### src/hw/rtl/matrix_crosstalk_compensation_unit_macros.svh
// Assertion macros shared by the RTL of the crosstalk compensation unit.
// Each use expects a clock named clk and an active-low reset named arst_n in scope.
`ifndef MATRIX_CROSSTALK_COMPENSATION_UNIT_MACROS_SVH
`define MATRIX_CROSSTALK_COMPENSATION_UNIT_MACROS_SVH

// The antecedent implies the consequent in the same cycle.
`define MCC_ASSERT_NOW(lbl, ante, cons, msg) \
	lbl: assert property (@(posedge clk) disable iff (!arst_n) (ante) |-> (cons)) \
		else $error(msg);

// The antecedent implies the consequent in the next cycle.
`define MCC_ASSERT_NEXT(lbl, ante, cons, msg) \
	lbl: assert property (@(posedge clk) disable iff (!arst_n) (ante) |=> (cons)) \
		else $error(msg);

`endif

### src/hw/rtl/mcc_pkg.sv
// Shared constants and types of the matrix crosstalk compensation unit.
// No dependencies; every RTL module of the block imports this package.
package mcc_pkg;

	// Default grid geometry and sample precision.
	localparam int GRID_COLUMNS_DEF = 16;
	localparam int GRID_ROWS_DEF    = 16;
	localparam int SAMPLE_BITS_DEF  = 12;

	// Fixed field widths of the stream words.
	localparam int COL_FIELD_W    = 4;
	localparam int ROW_FIELD_W    = 4;
	localparam int SAMPLE_FIELD_W = 12;
	localparam int LEVEL_W        = 16;
	localparam int DATA_W         = 24;

	// Row sums, denominator and quotient limits.
	localparam int SUM_W  = 16;
	localparam int DEN_W  = 17;
	localparam int DEN_SW = 18;
	localparam logic [LEVEL_W-1:0] LEVEL_MAX = '1;

	// Configuration registers.
	localparam int REF_W  = 16;
	localparam int GAIN_W = 8;
	localparam logic [REF_W-1:0]  REF_RESET  = 16'd330;
	localparam logic [GAIN_W-1:0] GAIN_RESET = 8'd255;
	localparam int APB_AW      = 3;
	localparam int APB_DW      = 32;
	localparam int REG_SEL_BIT = 2;

	typedef enum logic {
		REG_REFERENCE = 1'b0,
		REG_GAIN      = 1'b1
	} mcc_reg_e;

	// Results are released in bursts of this many cells.
	localparam int CHUNK_MAX = 64;
	localparam int CHUNK_W   = $clog2(CHUNK_MAX);

	// Control from the sequencer to the frame store.
	typedef struct packed {
		logic wr_en;
		logic rd_en;
		logic clear_sums;
	} mcc_store_ctrl_t;

endpackage

### src/hw/rtl/mcc_divider.sv
// Restoring divider that produces one quotient bit per cycle.
// Depends on mcc_pkg for the denominator width.
`include "matrix_crosstalk_compensation_unit_macros.svh"

module mcc_divider #(
	parameter int NUM_W = mcc_pkg::SAMPLE_BITS_DEF + mcc_pkg::GAIN_W
) (
	input  logic                     clk,
	input  logic                     arst_n,
	input  logic                     start,
	input  logic [NUM_W-1:0]         num,
	input  logic [mcc_pkg::DEN_W-1:0] den,
	output logic                     busy,
	output logic                     done,
	output logic [NUM_W-1:0]         quotient
);
	import mcc_pkg::*;

	localparam int CNT_W = $clog2(NUM_W + 1);

	logic             busy_q;
	logic             done_q;
	logic [CNT_W-1:0] cnt_q;
	logic [DEN_W-1:0] rem_q;
	logic [DEN_W-1:0] den_q;
	logic [NUM_W-1:0] quo_q;
	logic [DEN_W:0]   shifted;
	logic [DEN_W+1:0] diff;

	// Trial subtraction of the divisor from the shifted partial remainder.
	always_comb begin
		shifted = {rem_q, quo_q[NUM_W-1]};
		diff    = {1'b0, shifted} - {2'b00, den_q};
	end

	// Step counter: one quotient bit per cycle, done pulses after the last.
	always_ff @(posedge clk or negedge arst_n) begin
		if (!arst_n) begin
			busy_q <= 1'b0;
			done_q <= 1'b0;
			cnt_q  <= '0;
		end else begin
			done_q <= 1'b0;
			if (start) begin
				busy_q <= 1'b1;
				cnt_q  <= CNT_W'(NUM_W);
			end else if (busy_q) begin
				cnt_q <= cnt_q - 1'b1;
				if (cnt_q == CNT_W'(1)) begin
					busy_q <= 1'b0;
					done_q <= 1'b1;
				end
			end
		end
	end

	// Remainder and quotient shift register; numerator bits shift out as quotient bits enter.
	always_ff @(posedge clk) begin
		if (start) begin
			rem_q <= '0;
			quo_q <= num;
			den_q <= den;
		end else if (busy_q) begin
			if (!diff[DEN_W+1]) begin
				rem_q <= DEN_W'(diff);
				quo_q <= {quo_q[NUM_W-2:0], 1'b1};
			end else begin
				rem_q <= DEN_W'(shifted);
				quo_q <= {quo_q[NUM_W-2:0], 1'b0};
			end
		end
	end

	assign busy     = busy_q;
	assign done     = done_q;
	assign quotient = quo_q;

	`MCC_ASSERT_NOW(a_div_no_restart, start, !busy_q, "divider restarted while busy")
	`MCC_ASSERT_NOW(a_div_done_idle, done_q, !busy_q, "divider done while still busy")
	`MCC_ASSERT_NEXT(a_div_finish, busy_q && cnt_q == CNT_W'(1), done_q && !busy_q, "divider missed its last step")

endmodule

### src/hw/rtl/mcc_frame_store.sv
// Frame store: sample memory and row-sum memory with the load read-modify-write.
// Depends on mcc_pkg for the control struct and the row-sum width.
`include "matrix_crosstalk_compensation_unit_macros.svh"

module mcc_frame_store #(
	parameter int GRID_COLUMNS = mcc_pkg::GRID_COLUMNS_DEF,
	parameter int GRID_ROWS    = mcc_pkg::GRID_ROWS_DEF,
	parameter int SAMPLE_BITS  = mcc_pkg::SAMPLE_BITS_DEF,
	localparam int ROW_W       = $clog2(GRID_ROWS),
	localparam int CELLS       = GRID_COLUMNS * GRID_ROWS,
	localparam int CELL_AW     = $clog2(CELLS)
) (
	input  logic                      clk,
	input  logic                      arst_n,
	input  mcc_pkg::mcc_store_ctrl_t  ctrl,
	input  logic [ROW_W-1:0]          ld_row,
	input  logic [CELL_AW-1:0]        ld_addr,
	input  logic [SAMPLE_BITS-1:0]    ld_sample,
	input  logic [ROW_W-1:0]          rd_row,
	input  logic [CELL_AW-1:0]        rd_addr,
	output logic                      busy,
	output logic [SAMPLE_BITS-1:0]    rd_sample,
	output logic [mcc_pkg::SUM_W-1:0] rd_row_sum
);
	import mcc_pkg::*;

	localparam int SUMX_W = SUM_W + 1;

	logic [SAMPLE_BITS-1:0] sample_mem [CELLS];
	logic [SUM_W-1:0]       row_sum_mem [GRID_ROWS];
	logic [GRID_ROWS-1:0]   row_valid_q;

	logic                   ld_valid_s1;
	logic [ROW_W-1:0]       row_s1;
	logic [CELL_AW-1:0]     addr_s1;
	logic [SAMPLE_BITS-1:0] smp_s1;

	logic [SUM_W-1:0]       rs_rd_q;
	logic                   rs_vld_q;
	logic [SAMPLE_BITS-1:0] smp_rd_q;

	logic [ROW_W-1:0]       rs_addr;
	logic [SUM_W-1:0]       rs_cur;
	logic [SUMX_W-1:0]      sum_ext;
	logic [SUM_W-1:0]       new_sum;

	// A row that has not been written since the last clear reads as zero.
	always_comb begin
		rs_addr = ctrl.rd_en ? rd_row : ld_row;
		rs_cur  = rs_vld_q ? rs_rd_q : '0;
		sum_ext = {1'b0, rs_cur} + SUMX_W'(smp_s1);
		new_sum = sum_ext[SUM_W] ? '1 : sum_ext[SUM_W-1:0];
	end

	// Load stage: hold the accepted word while its row sum is read.
	always_ff @(posedge clk or negedge arst_n) begin
		if (!arst_n) begin
			ld_valid_s1 <= 1'b0;
		end else begin
			ld_valid_s1 <= ctrl.wr_en;
		end
	end

	always_ff @(posedge clk) begin
		if (ctrl.wr_en) begin
			row_s1  <= ld_row;
			addr_s1 <= ld_addr;
			smp_s1  <= ld_sample;
		end
	end

	// Row-sum valid bits: set on write, all cleared at the end of a frame.
	always_ff @(posedge clk or negedge arst_n) begin
		if (!arst_n) begin
			row_valid_q <= '0;
		end else if (ctrl.clear_sums) begin
			row_valid_q <= '0;
		end else if (ld_valid_s1) begin
			row_valid_q[row_s1] <= 1'b1;
		end
	end

	// Row-sum memory: one read port shared by load and correction, one write port.
	always_ff @(posedge clk) begin
		if (ctrl.wr_en || ctrl.rd_en) begin
			rs_rd_q  <= row_sum_mem[rs_addr];
			rs_vld_q <= row_valid_q[rs_addr];
		end
		if (ld_valid_s1) begin
			row_sum_mem[row_s1] <= new_sum;
		end
	end

	// Sample memory: written by the load stage, read during correction.
	always_ff @(posedge clk) begin
		if (ctrl.rd_en) begin
			smp_rd_q <= sample_mem[rd_addr];
		end
		if (ld_valid_s1) begin
			sample_mem[addr_s1] <= smp_s1;
		end
	end

	assign busy       = ld_valid_s1;
	assign rd_sample  = smp_rd_q;
	assign rd_row_sum = rs_cur;

	`MCC_ASSERT_NOW(a_store_one_rmw, ld_valid_s1, !ctrl.wr_en, "new word while a row sum update is pending")
	`MCC_ASSERT_NOW(a_store_rd_clean, ctrl.rd_en, !ctrl.wr_en && !ld_valid_s1, "correction read overlaps a load")
	`MCC_ASSERT_NOW(a_store_clear_clean, ctrl.clear_sums, !ld_valid_s1 && !ctrl.wr_en, "row sums cleared during a load")

endmodule

### src/hw/rtl/matrix_crosstalk_compensation_unit.sv
// Matrix crosstalk compensation unit, top level.
// Depends on mcc_pkg, mcc_frame_store and mcc_divider.
//
// Usage: samples of one sensor frame enter on the s_axis word stream, one cell
// per word with its column and row; s_axis_tlast marks the last word of a frame.
// Each in-grid word is stored and added to its row sum: the row sum is read,
// then written back, and tready stays low for the write-back cycle. The tlast
// word starts correction: every cell is read back, its level = sample * gain /
// (reference - (row sum - sample)) is computed and sent on m_axis row by row,
// column by column, with m_axis_tlast on the final cell. Results come in bursts
// of 64 cells; the word that ends the frame releases the first burst, each
// further input word releases the next burst and is otherwise ignored. A cell
// with a positive denominator goes through the bit-serial divider; a cell whose
// denominator is not positive skips the divider and is flagged as a fault.
// A full output register with tready low holds the sequence where it is.
// Reset clears all row sums and returns to loading; the sample memory is not
// cleared. The user must write registers over the APB port only while the
// block is idle; the block itself does not enforce this.
`include "matrix_crosstalk_compensation_unit_macros.svh"

module matrix_crosstalk_compensation_unit #(
	parameter int GRID_COLUMNS = mcc_pkg::GRID_COLUMNS_DEF,
	parameter int GRID_ROWS    = mcc_pkg::GRID_ROWS_DEF,
	parameter int SAMPLE_BITS  = mcc_pkg::SAMPLE_BITS_DEF
) (
	input  logic                        clk,
	input  logic                        arst_n,
	input  logic                        psel,
	input  logic                        penable,
	input  logic                        pwrite,
	input  logic [mcc_pkg::APB_AW-1:0]  paddr,
	input  logic [mcc_pkg::APB_DW-1:0]  pwdata,
	output logic [mcc_pkg::APB_DW-1:0]  prdata,
	output logic                        pready,
	input  logic                        s_axis_tvalid,
	output logic                        s_axis_tready,
	// column [3:0], row [7:4], sample [19:8], zero padding [23:20]
	input  logic [mcc_pkg::DATA_W-1:0]  s_axis_tdata,
	input  logic                        s_axis_tlast,
	output logic                        m_axis_tvalid,
	input  logic                        m_axis_tready,
	// out_column [3:0], out_row [7:4], level [23:8]
	output logic [mcc_pkg::DATA_W-1:0]  m_axis_tdata,
	// fault [0]
	output logic [0:0]                  m_axis_tuser,
	output logic                        m_axis_tlast
);
	import mcc_pkg::*;

	localparam int COL_W   = $clog2(GRID_COLUMNS);
	localparam int ROW_W   = $clog2(GRID_ROWS);
	localparam int CELLS   = GRID_COLUMNS * GRID_ROWS;
	localparam int CELL_AW = $clog2(CELLS);
	localparam int NUM_W   = SAMPLE_BITS + GAIN_W;

	typedef enum logic [5:0] {
		ST_LOAD  = 6'b000001,
		ST_READ  = 6'b000010,
		ST_CALC  = 6'b000100,
		ST_DIV   = 6'b001000,
		ST_PUT   = 6'b010000,
		ST_PAUSE = 6'b100000
	} state_t;

	state_t st_q;

	logic [REF_W-1:0]  ref_q;
	logic [GAIN_W-1:0] gain_q;
	logic              cfg_wr;

	logic [COL_FIELD_W-1:0]    in_col;
	logic [ROW_FIELD_W-1:0]    in_row;
	logic [SAMPLE_BITS-1:0]    in_sample;
	logic                      in_range;
	logic                      in_accept;
	logic [ROW_W-1:0]          ld_row_idx;
	logic [COL_W-1:0]          ld_col_idx;
	logic [CELL_AW-1:0]        ld_addr;

	mcc_store_ctrl_t           store_ctrl;
	logic                      store_busy;
	logic [SAMPLE_BITS-1:0]    rd_sample;
	logic [SUM_W-1:0]          rd_row_sum;

	logic [COL_W-1:0]          col_q;
	logic [ROW_W-1:0]          row_q;
	logic [CELL_AW-1:0]        cell_q;
	logic [CHUNK_W-1:0]        chunk_q;
	logic                      col_last;
	logic                      cell_last;

	logic signed [DEN_SW-1:0]  den;
	logic                      den_fault;
	logic [DEN_W-1:0]          den_pos;
	logic [NUM_W-1:0]          num;
	logic                      div_start;
	logic                      div_busy;
	logic                      div_done;
	logic [NUM_W-1:0]          div_quo;

	logic [LEVEL_W-1:0]        res_level_q;
	logic                      res_fault_q;

	logic                      out_load;
	logic                      out_valid_q;
	logic [COL_FIELD_W-1:0]    out_col_q;
	logic [ROW_FIELD_W-1:0]    out_row_q;
	logic [LEVEL_W-1:0]        out_level_q;
	logic                      out_fault_q;
	logic                      out_last_q;

	// Configuration registers; the register is chosen by one address bit.
	assign cfg_wr = psel && penable && pwrite && pready;
	assign pready = 1'b1;

	always_ff @(posedge clk or negedge arst_n) begin
		if (!arst_n) begin
			ref_q  <= REF_RESET;
			gain_q <= GAIN_RESET;
		end else if (cfg_wr) begin
			if (paddr[REG_SEL_BIT] == REG_GAIN) begin
				gain_q <= GAIN_W'(pwdata);
			end else begin
				ref_q <= REF_W'(pwdata);
			end
		end
	end

	assign prdata = (paddr[REG_SEL_BIT] == REG_GAIN) ? APB_DW'(gain_q) : APB_DW'(ref_q);

	// Input word unpacking and cell address.
	always_comb begin
		in_col     = s_axis_tdata[3:0];
		in_row     = s_axis_tdata[7:4];
		in_sample  = SAMPLE_BITS'(s_axis_tdata[19:8]);
		in_range   = (32'(in_col) < GRID_COLUMNS) && (32'(in_row) < GRID_ROWS);
		ld_row_idx = ROW_W'(in_row);
		ld_col_idx = COL_W'(in_col);
		ld_addr    = CELL_AW'(ld_row_idx * GRID_COLUMNS) + CELL_AW'(ld_col_idx);
	end

	// Handshakes and frame store control.
	always_comb begin
		s_axis_tready = ((st_q == ST_LOAD) && !store_busy) || (st_q == ST_PAUSE);
		in_accept     = s_axis_tvalid && s_axis_tready;
		out_load      = (st_q == ST_PUT) && (!out_valid_q || m_axis_tready);
		col_last      = (32'(col_q) == GRID_COLUMNS - 1);
		cell_last     = col_last && (32'(row_q) == GRID_ROWS - 1);
		store_ctrl.wr_en      = in_accept && (st_q == ST_LOAD) && in_range;
		store_ctrl.rd_en      = (st_q == ST_READ) && !store_busy;
		store_ctrl.clear_sums = out_load && cell_last;
	end

	mcc_frame_store #(
		.GRID_COLUMNS (GRID_COLUMNS),
		.GRID_ROWS    (GRID_ROWS),
		.SAMPLE_BITS  (SAMPLE_BITS)
	) u_store (
		.clk        (clk),
		.arst_n     (arst_n),
		.ctrl       (store_ctrl),
		.ld_row     (ld_row_idx),
		.ld_addr    (ld_addr),
		.ld_sample  (in_sample),
		.rd_row     (row_q),
		.rd_addr    (cell_q),
		.busy       (store_busy),
		.rd_sample  (rd_sample),
		.rd_row_sum (rd_row_sum)
	);

	// Denominator and numerator of the correction from the values read back.
	always_comb begin
		den = $signed({2'b00, ref_q}) - $signed({2'b00, rd_row_sum})
			+ $signed(DEN_SW'(rd_sample));
		den_fault = den[DEN_SW-1] || (den == '0);
		den_pos   = DEN_W'(den);
		num       = NUM_W'(rd_sample) * NUM_W'(gain_q);
		div_start = (st_q == ST_CALC) && !den_fault;
	end

	mcc_divider #(
		.NUM_W (NUM_W)
	) u_div (
		.clk      (clk),
		.arst_n   (arst_n),
		.start    (div_start),
		.num      (num),
		.den      (den_pos),
		.busy     (div_busy),
		.done     (div_done),
		.quotient (div_quo)
	);

	// Result of the current cell, saturated to the level range.
	always_ff @(posedge clk) begin
		if (st_q == ST_CALC) begin
			res_fault_q <= den_fault;
			if (den_fault) begin
				res_level_q <= LEVEL_MAX;
			end
		end else if (div_done) begin
			res_level_q <= (32'(div_quo) > 32'(LEVEL_MAX)) ? LEVEL_MAX : LEVEL_W'(div_quo);
		end
	end

	// Sequencer: loading, then per-cell read, compute, divide and output, with a pause between bursts.
	always_ff @(posedge clk or negedge arst_n) begin
		if (!arst_n) begin
			st_q    <= ST_LOAD;
			col_q   <= '0;
			row_q   <= '0;
			cell_q  <= '0;
			chunk_q <= '0;
		end else begin
			case (st_q)
				ST_LOAD: begin
					if (in_accept && s_axis_tlast) begin
						st_q <= ST_READ;
					end
				end
				ST_READ: begin
					if (!store_busy) begin
						st_q <= ST_CALC;
					end
				end
				ST_CALC: begin
					st_q <= den_fault ? ST_PUT : ST_DIV;
				end
				ST_DIV: begin
					if (div_done) begin
						st_q <= ST_PUT;
					end
				end
				ST_PUT: begin
					if (out_load) begin
						if (cell_last) begin
							st_q    <= ST_LOAD;
							col_q   <= '0;
							row_q   <= '0;
							cell_q  <= '0;
							chunk_q <= '0;
						end else begin
							st_q    <= (chunk_q == CHUNK_W'(CHUNK_MAX - 1)) ? ST_PAUSE : ST_READ;
							cell_q  <= cell_q + 1'b1;
							chunk_q <= chunk_q + 1'b1;
							if (col_last) begin
								col_q <= '0;
								row_q <= row_q + 1'b1;
							end else begin
								col_q <= col_q + 1'b1;
							end
						end
					end
				end
				ST_PAUSE: begin
					if (in_accept) begin
						st_q <= ST_READ;
					end
				end
				default: begin
					st_q <= ST_LOAD;
				end
			endcase
		end
	end

	// Output register: takes a new result when empty or being drained.
	always_ff @(posedge clk or negedge arst_n) begin
		if (!arst_n) begin
			out_valid_q <= 1'b0;
		end else if (out_load) begin
			out_valid_q <= 1'b1;
		end else if (m_axis_tready) begin
			out_valid_q <= 1'b0;
		end
	end

	always_ff @(posedge clk) begin
		if (out_load) begin
			out_col_q   <= COL_FIELD_W'(col_q);
			out_row_q   <= ROW_FIELD_W'(row_q);
			out_level_q <= res_level_q;
			out_fault_q <= res_fault_q;
			out_last_q  <= cell_last;
		end
	end

	assign m_axis_tvalid = out_valid_q;
	assign m_axis_tdata  = {out_level_q, out_row_q, out_col_q};
	assign m_axis_tuser  = out_fault_q;
	assign m_axis_tlast  = out_last_q;

	`MCC_ASSERT_NEXT(a_last_ends_frame, out_load && cell_last,
		st_q == ST_LOAD && m_axis_tlast, "frame did not end after the last cell")
	`MCC_ASSERT_NOW(a_pause_mid_frame, st_q == ST_PAUSE, cell_q != '0 && chunk_q == '0,
		"burst pause outside a burst boundary")
	`MCC_ASSERT_NOW(a_div_positive, div_start, den_pos != '0 && !div_busy,
		"divider started with a bad divisor")
	`MCC_ASSERT_NOW(a_load_idle_cnt, store_ctrl.wr_en, cell_q == '0 && chunk_q == '0,
		"sample stored during correction")

endmodule

### config.mk
export PLATFORM = sky130hd
export DESIGN_NAME = matrix_crosstalk_compensation_unit
export DESIGN_NICKNAME = d
export VERILOG_FILES = /design/src/hw/rtl/mcc_pkg.sv /design/src/hw/rtl/mcc_divider.sv /design/src/hw/rtl/mcc_frame_store.sv /design/src/hw/rtl/matrix_crosstalk_compensation_unit.sv
export VERILOG_INCLUDE_DIRS = /design/src /design/src/hw/rtl
export SDC_FILE = /design/constraint.sdc
export NUM_CORES = 2
export LEC_CHECK = 0
export BUFFER_PORTS_ARGS = -buffer_cell sky130_fd_sc_hd__buf_2
export CAP_MARGIN = 20
export CORE_MARGIN = 2
export CORE_UTILIZATION = 52
export CTS_BUF_LIST = sky130_fd_sc_hd__clkbuf_2
export CTS_CLUSTER_SIZE = 10
export DETAILED_ROUTE_END_ITERATION = 10
export PLACE_DENSITY = 0.7
export SLEW_MARGIN = 20
export SYNTH_ARGS = -nofsm -noshare
export SYNTH_HDL_FRONTEND = slang
export SYNTH_SLANG_ARGS = --single-unit
### constraint.sdc
create_clock -name clk -period 6.4 [get_ports clk]
set_clock_uncertainty 0.15 [all_clocks]
set_input_delay 1.28 -clock clk [delete_from_list [all_inputs] [get_ports clk]]
set_output_delay 1.28 -clock clk [all_outputs]
set_load 0.02 [all_outputs]
==> metrics.csv <==
metric,value,unit
via count,70790,
Post-Route WL,336600,µm
max cap viols,0,
worst endpoint required time,7.97,ns
met1 WL,133000,µm
setup ws final,0.4352,ns
CP Class,reg2reg,
core area,0.2710,mm²
"worst slack, placed",0.5632,ns
clock network fraction of design power,0.257,
DRT Pass-1 Iters,7,
post-route antenna net violation count,0,
"EDFF count, synth",3457,
global route overflow,0,
Worst setup SP type,flop,
Pwr Density,360.9,mW/mm²
Nets,7669,
post-synthesis sequential area ratio,0.7486,
Non-Filler Instances,11670,
Ports,128,
CTS resizes,0,
H-tree depth,6,
CTS buffer count,840,
"area leader, netlist",edfxtp_1,
post-synthesis cell count,6481,
global placer's final weighted congestion,0.8516,
Worst-path clk slew,0.10,ns
row cnt,191,
post-CTS setup buffer count,0,
detailed-routed wire length on met3,34300,µm
setup TNS,0,ns
port buffer count,88,
die width,526.1,µm
initial DRC count,8990,
synth-to-layout area growth,10.85,%
relative slew slack,0.1503,
CTS Hold Bufs,100,
crit path capture type,flop,
Clock Tree Buf Depth,4,
yosys warns,0,
CTS tree,built,
"commonest non-fill, non-tap cell in the layout",edfxtp_1,
CP arrival,7.53,ns
Final Cycle Share,0.9320,
DRC,0,
DP Cell Count,10060,
Initial Utilization,0.5230,
Comb power frac,0.251,
Psw,17.60,mW
dpl hpwl,196400,µm
worst reg2reg endpoint,res_level_q[2],
clk sinks,3551,
Die Y,526.1,µm
synth unique cells,76,
Sw Ratio,0.3105,
final setup vio count,0,
initial antenna violation count,20,
unrepaired setup endpoints after global routing,false,
highest routed metal layer,met5,
global router's overall resource usage,0.2431,
r2r startpoint,u_store.rs_vld_q,
worst hold path class,in2reg,
minimum clock period after layout,5.965,ns
Worst R2R Path Depth,21,
CP Launch Point,u_store.rs_vld_q,
share of async-settable or async-resettable flops after synthesis,0.02168,
global-route wire length before repair,489800,µm
synth top area cells,"edfxtp_1, mux4_2, dfrtp_1",
vias in the first global route,72550,
Pleak,50.19,nW
most frequent cells in the layout,"edfxtp_1, clkbuf_2, mux4_2",
die footprint,0.2767,mm²
clock latency on the worst-skew pair,2.20,ns
maximum VDD drop,0.0004023,V
Peak Freq,0.1677,GHz
Final Hold Fails,0,
hold slack,0.2448,ns
post-synth top area share,0.7325,
largest net degree at the start of global routing,197,
sequential power share,0.492,
syn avg cell area,21.87,µm²
clock root buffer,clkbuf_2,
Yosys reg bits,3551,
vias per inst,6.065,
Worst R2R Setup Slack,0.44,ns
Internal Pwr Total,39.09,mW
status,finished clean,
"Primary FF master, synth",edfxtp_1,
Post-Syn Area,0.1417,mm²
Tightest Pin Transition,1.275,ns
layout cells sized above 1,0.3714,
CP Capture Point,res_level_q[2],
Max Slew Vio Count,0,
metal2 WL,161300,µm
fill cell count,19760,
critical-path maximum fanout,17,
Wirelength per Cell,28.83,µm
## how the worst min path moves through the flow
| stage | from | end | slack [ns] | cells past startpoint |
|---|---|---|---|---|
| after floorplan | res_fault_q | m_axis_tuser | 0.25 | 0 |
| after global placement | res_level_q[3] | out_level_q[3] | 0.26 | 0 |
| after detailed placement | res_level_q[0] | out_level_q[0] | 0.25 | 0 |
| after CTS | s_axis_tdata[18] | u_store.smp_s1[10] | 0.001 | 3 |
| after global routing | s_axis_tdata[18] | u_store.smp_s1[10] | 0.1 | 3 |
| final | s_axis_tdata[15] | u_store.smp_s1[7] | 0.24 | 3 |
## synthesized netlist by cell type, types with 6 or more instances
cell type / instances
a2111oi_0: 7
a211oi_1: 36
a21boi_0: 8
a21o_1: 13
a21oi_1: 57
a31oi_1: 22
and2_1: 66
and3_1: 12
buf_1: 86
buf_2: 10
buf_4: 17
clkbuf_1: 226
dfrtp_1: 64
dfstp_2: 13
dfxtp_1: 17
edfxtp_1: 3457
fa_1: 64
ha_1: 104
inv_1: 142
mux2_2: 40
mux2_4: 13
mux2i_1: 17
mux4_2: 1085
nand2_1: 199
nand2b_1: 11
nand3_1: 25
nand3b_1: 6
nand4_1: 11
nor2_1: 359
nor2b_1: 27
nor3_1: 23
o211ai_1: 12
o21a_1: 11
o21ai_0: 54
or2_2: 8
or3_1: 25
xnor2_1: 41
xor2_1: 29
## per-stage QoR
stage	power (mW)	util	instance area (µm²)
2_1_floorplan	38.28	-	141900
3_3_place_gp	42.25	0.5455	147800
3_5_place_dp	42.61	0.5465	148100
4_1_cts	57.10	0.5785	156800
5_1_grt	59.37	0.5796	157100
6_report	56.69	0.5797	157100
## cells by family after synthesis
kind of cell,count (synthesis),synth area share
AND/OR/NAND/NOR,791,0.02501
other,2,0.00005299
multiplexers,1155,0.1782
buffers and inverters,483,0.01344
adder cells (fa/ha/maj),168,0.01822
XOR/XNOR,70,0.004326
flip-flops,3551,0.7486
AO/OA/AOI/OAI,261,0.01217
## power groups by stage
| stage | combinational (mW) | clock [mW] | sequential, mW |
|---|---|---|---|
| floorplan | 9.27 | 0 | 29.0 |
| global placement | 13.9 | 0 | 28.4 |
| detailed placement | 14.2 | 0 | 28.4 |
| CTS | 14.3 | 14.9 | 27.9 |
| global route | 15.4 | 16.0 | 27.9 |
| finish | 14.3 | 14.6 | 27.9 |
## per-layer routing
layer / global-route usage / vias to the layer above
li1: - / 29420
met1: 0.3490 / 37180
met2: 0.3786 / 3744
met3: 0.05587 / 448
met4: 0.06802 / 6
met5: 0 / -
## cell type report
type / count / area, µm² / share of cell area
multi-input combinational: 2462 / 34420 / 0.2191
timing repair buffer: 437 / 3861 / 0.02458
antenna: 22 / 55.05 / 0.0003504
inverter: 142 / 533.0 / 0.003393
tap: 3570 / 4467 / 0.02843
sequential: 3551 / 106100 / 0.6755
clock inverter: 274 / 1578 / 0.01004
clock buffer: 1214 / 6076 / 0.03867
## critical path: stages (launching register included)
cell	delay (ns)
edfxtp_1	0.35
buf_4	0.22
nand2_1	0.12
ha_1	0.34
o21ai_0	0.23
a21oi_1	0.09
o21ai_0	0.17
nand2b_1	0.10
a21o_1	0.18
a21oi_1	0.17
xnor2_1	0.09
ha_1	0.33
o21ai_0	0.14
o21bai_1	0.34
nand3_1	0.16
a2111oi_0	0.41
or4b_4	0.53
nor4_2	0.14
o311ai_1	0.16
a32oi_4	0.50
nand2_1	0.14
nand2_1	0.50
## flip-flops by register name, indices dropped and copies added, names as in the netlist, 5 cells and up
name,count
ref_q,16
res_level_q,16
out_level_q,16
u_store.rs_rd_q,16
u_store.rd_sample,12
u_store.sample_mem,3072
cell_q,8
u_store.smp_s1,12
gain_q,8
st_q,6
u_div.cnt_q,5
chunk_q,6
u_store.row_sum_mem,256
u_div.quotient,20
u_div.den_q,17
u_div.rem_q,17
u_store.addr_s1,8
u_store.row_valid_q,16
(Power assumes the default switching activity.)
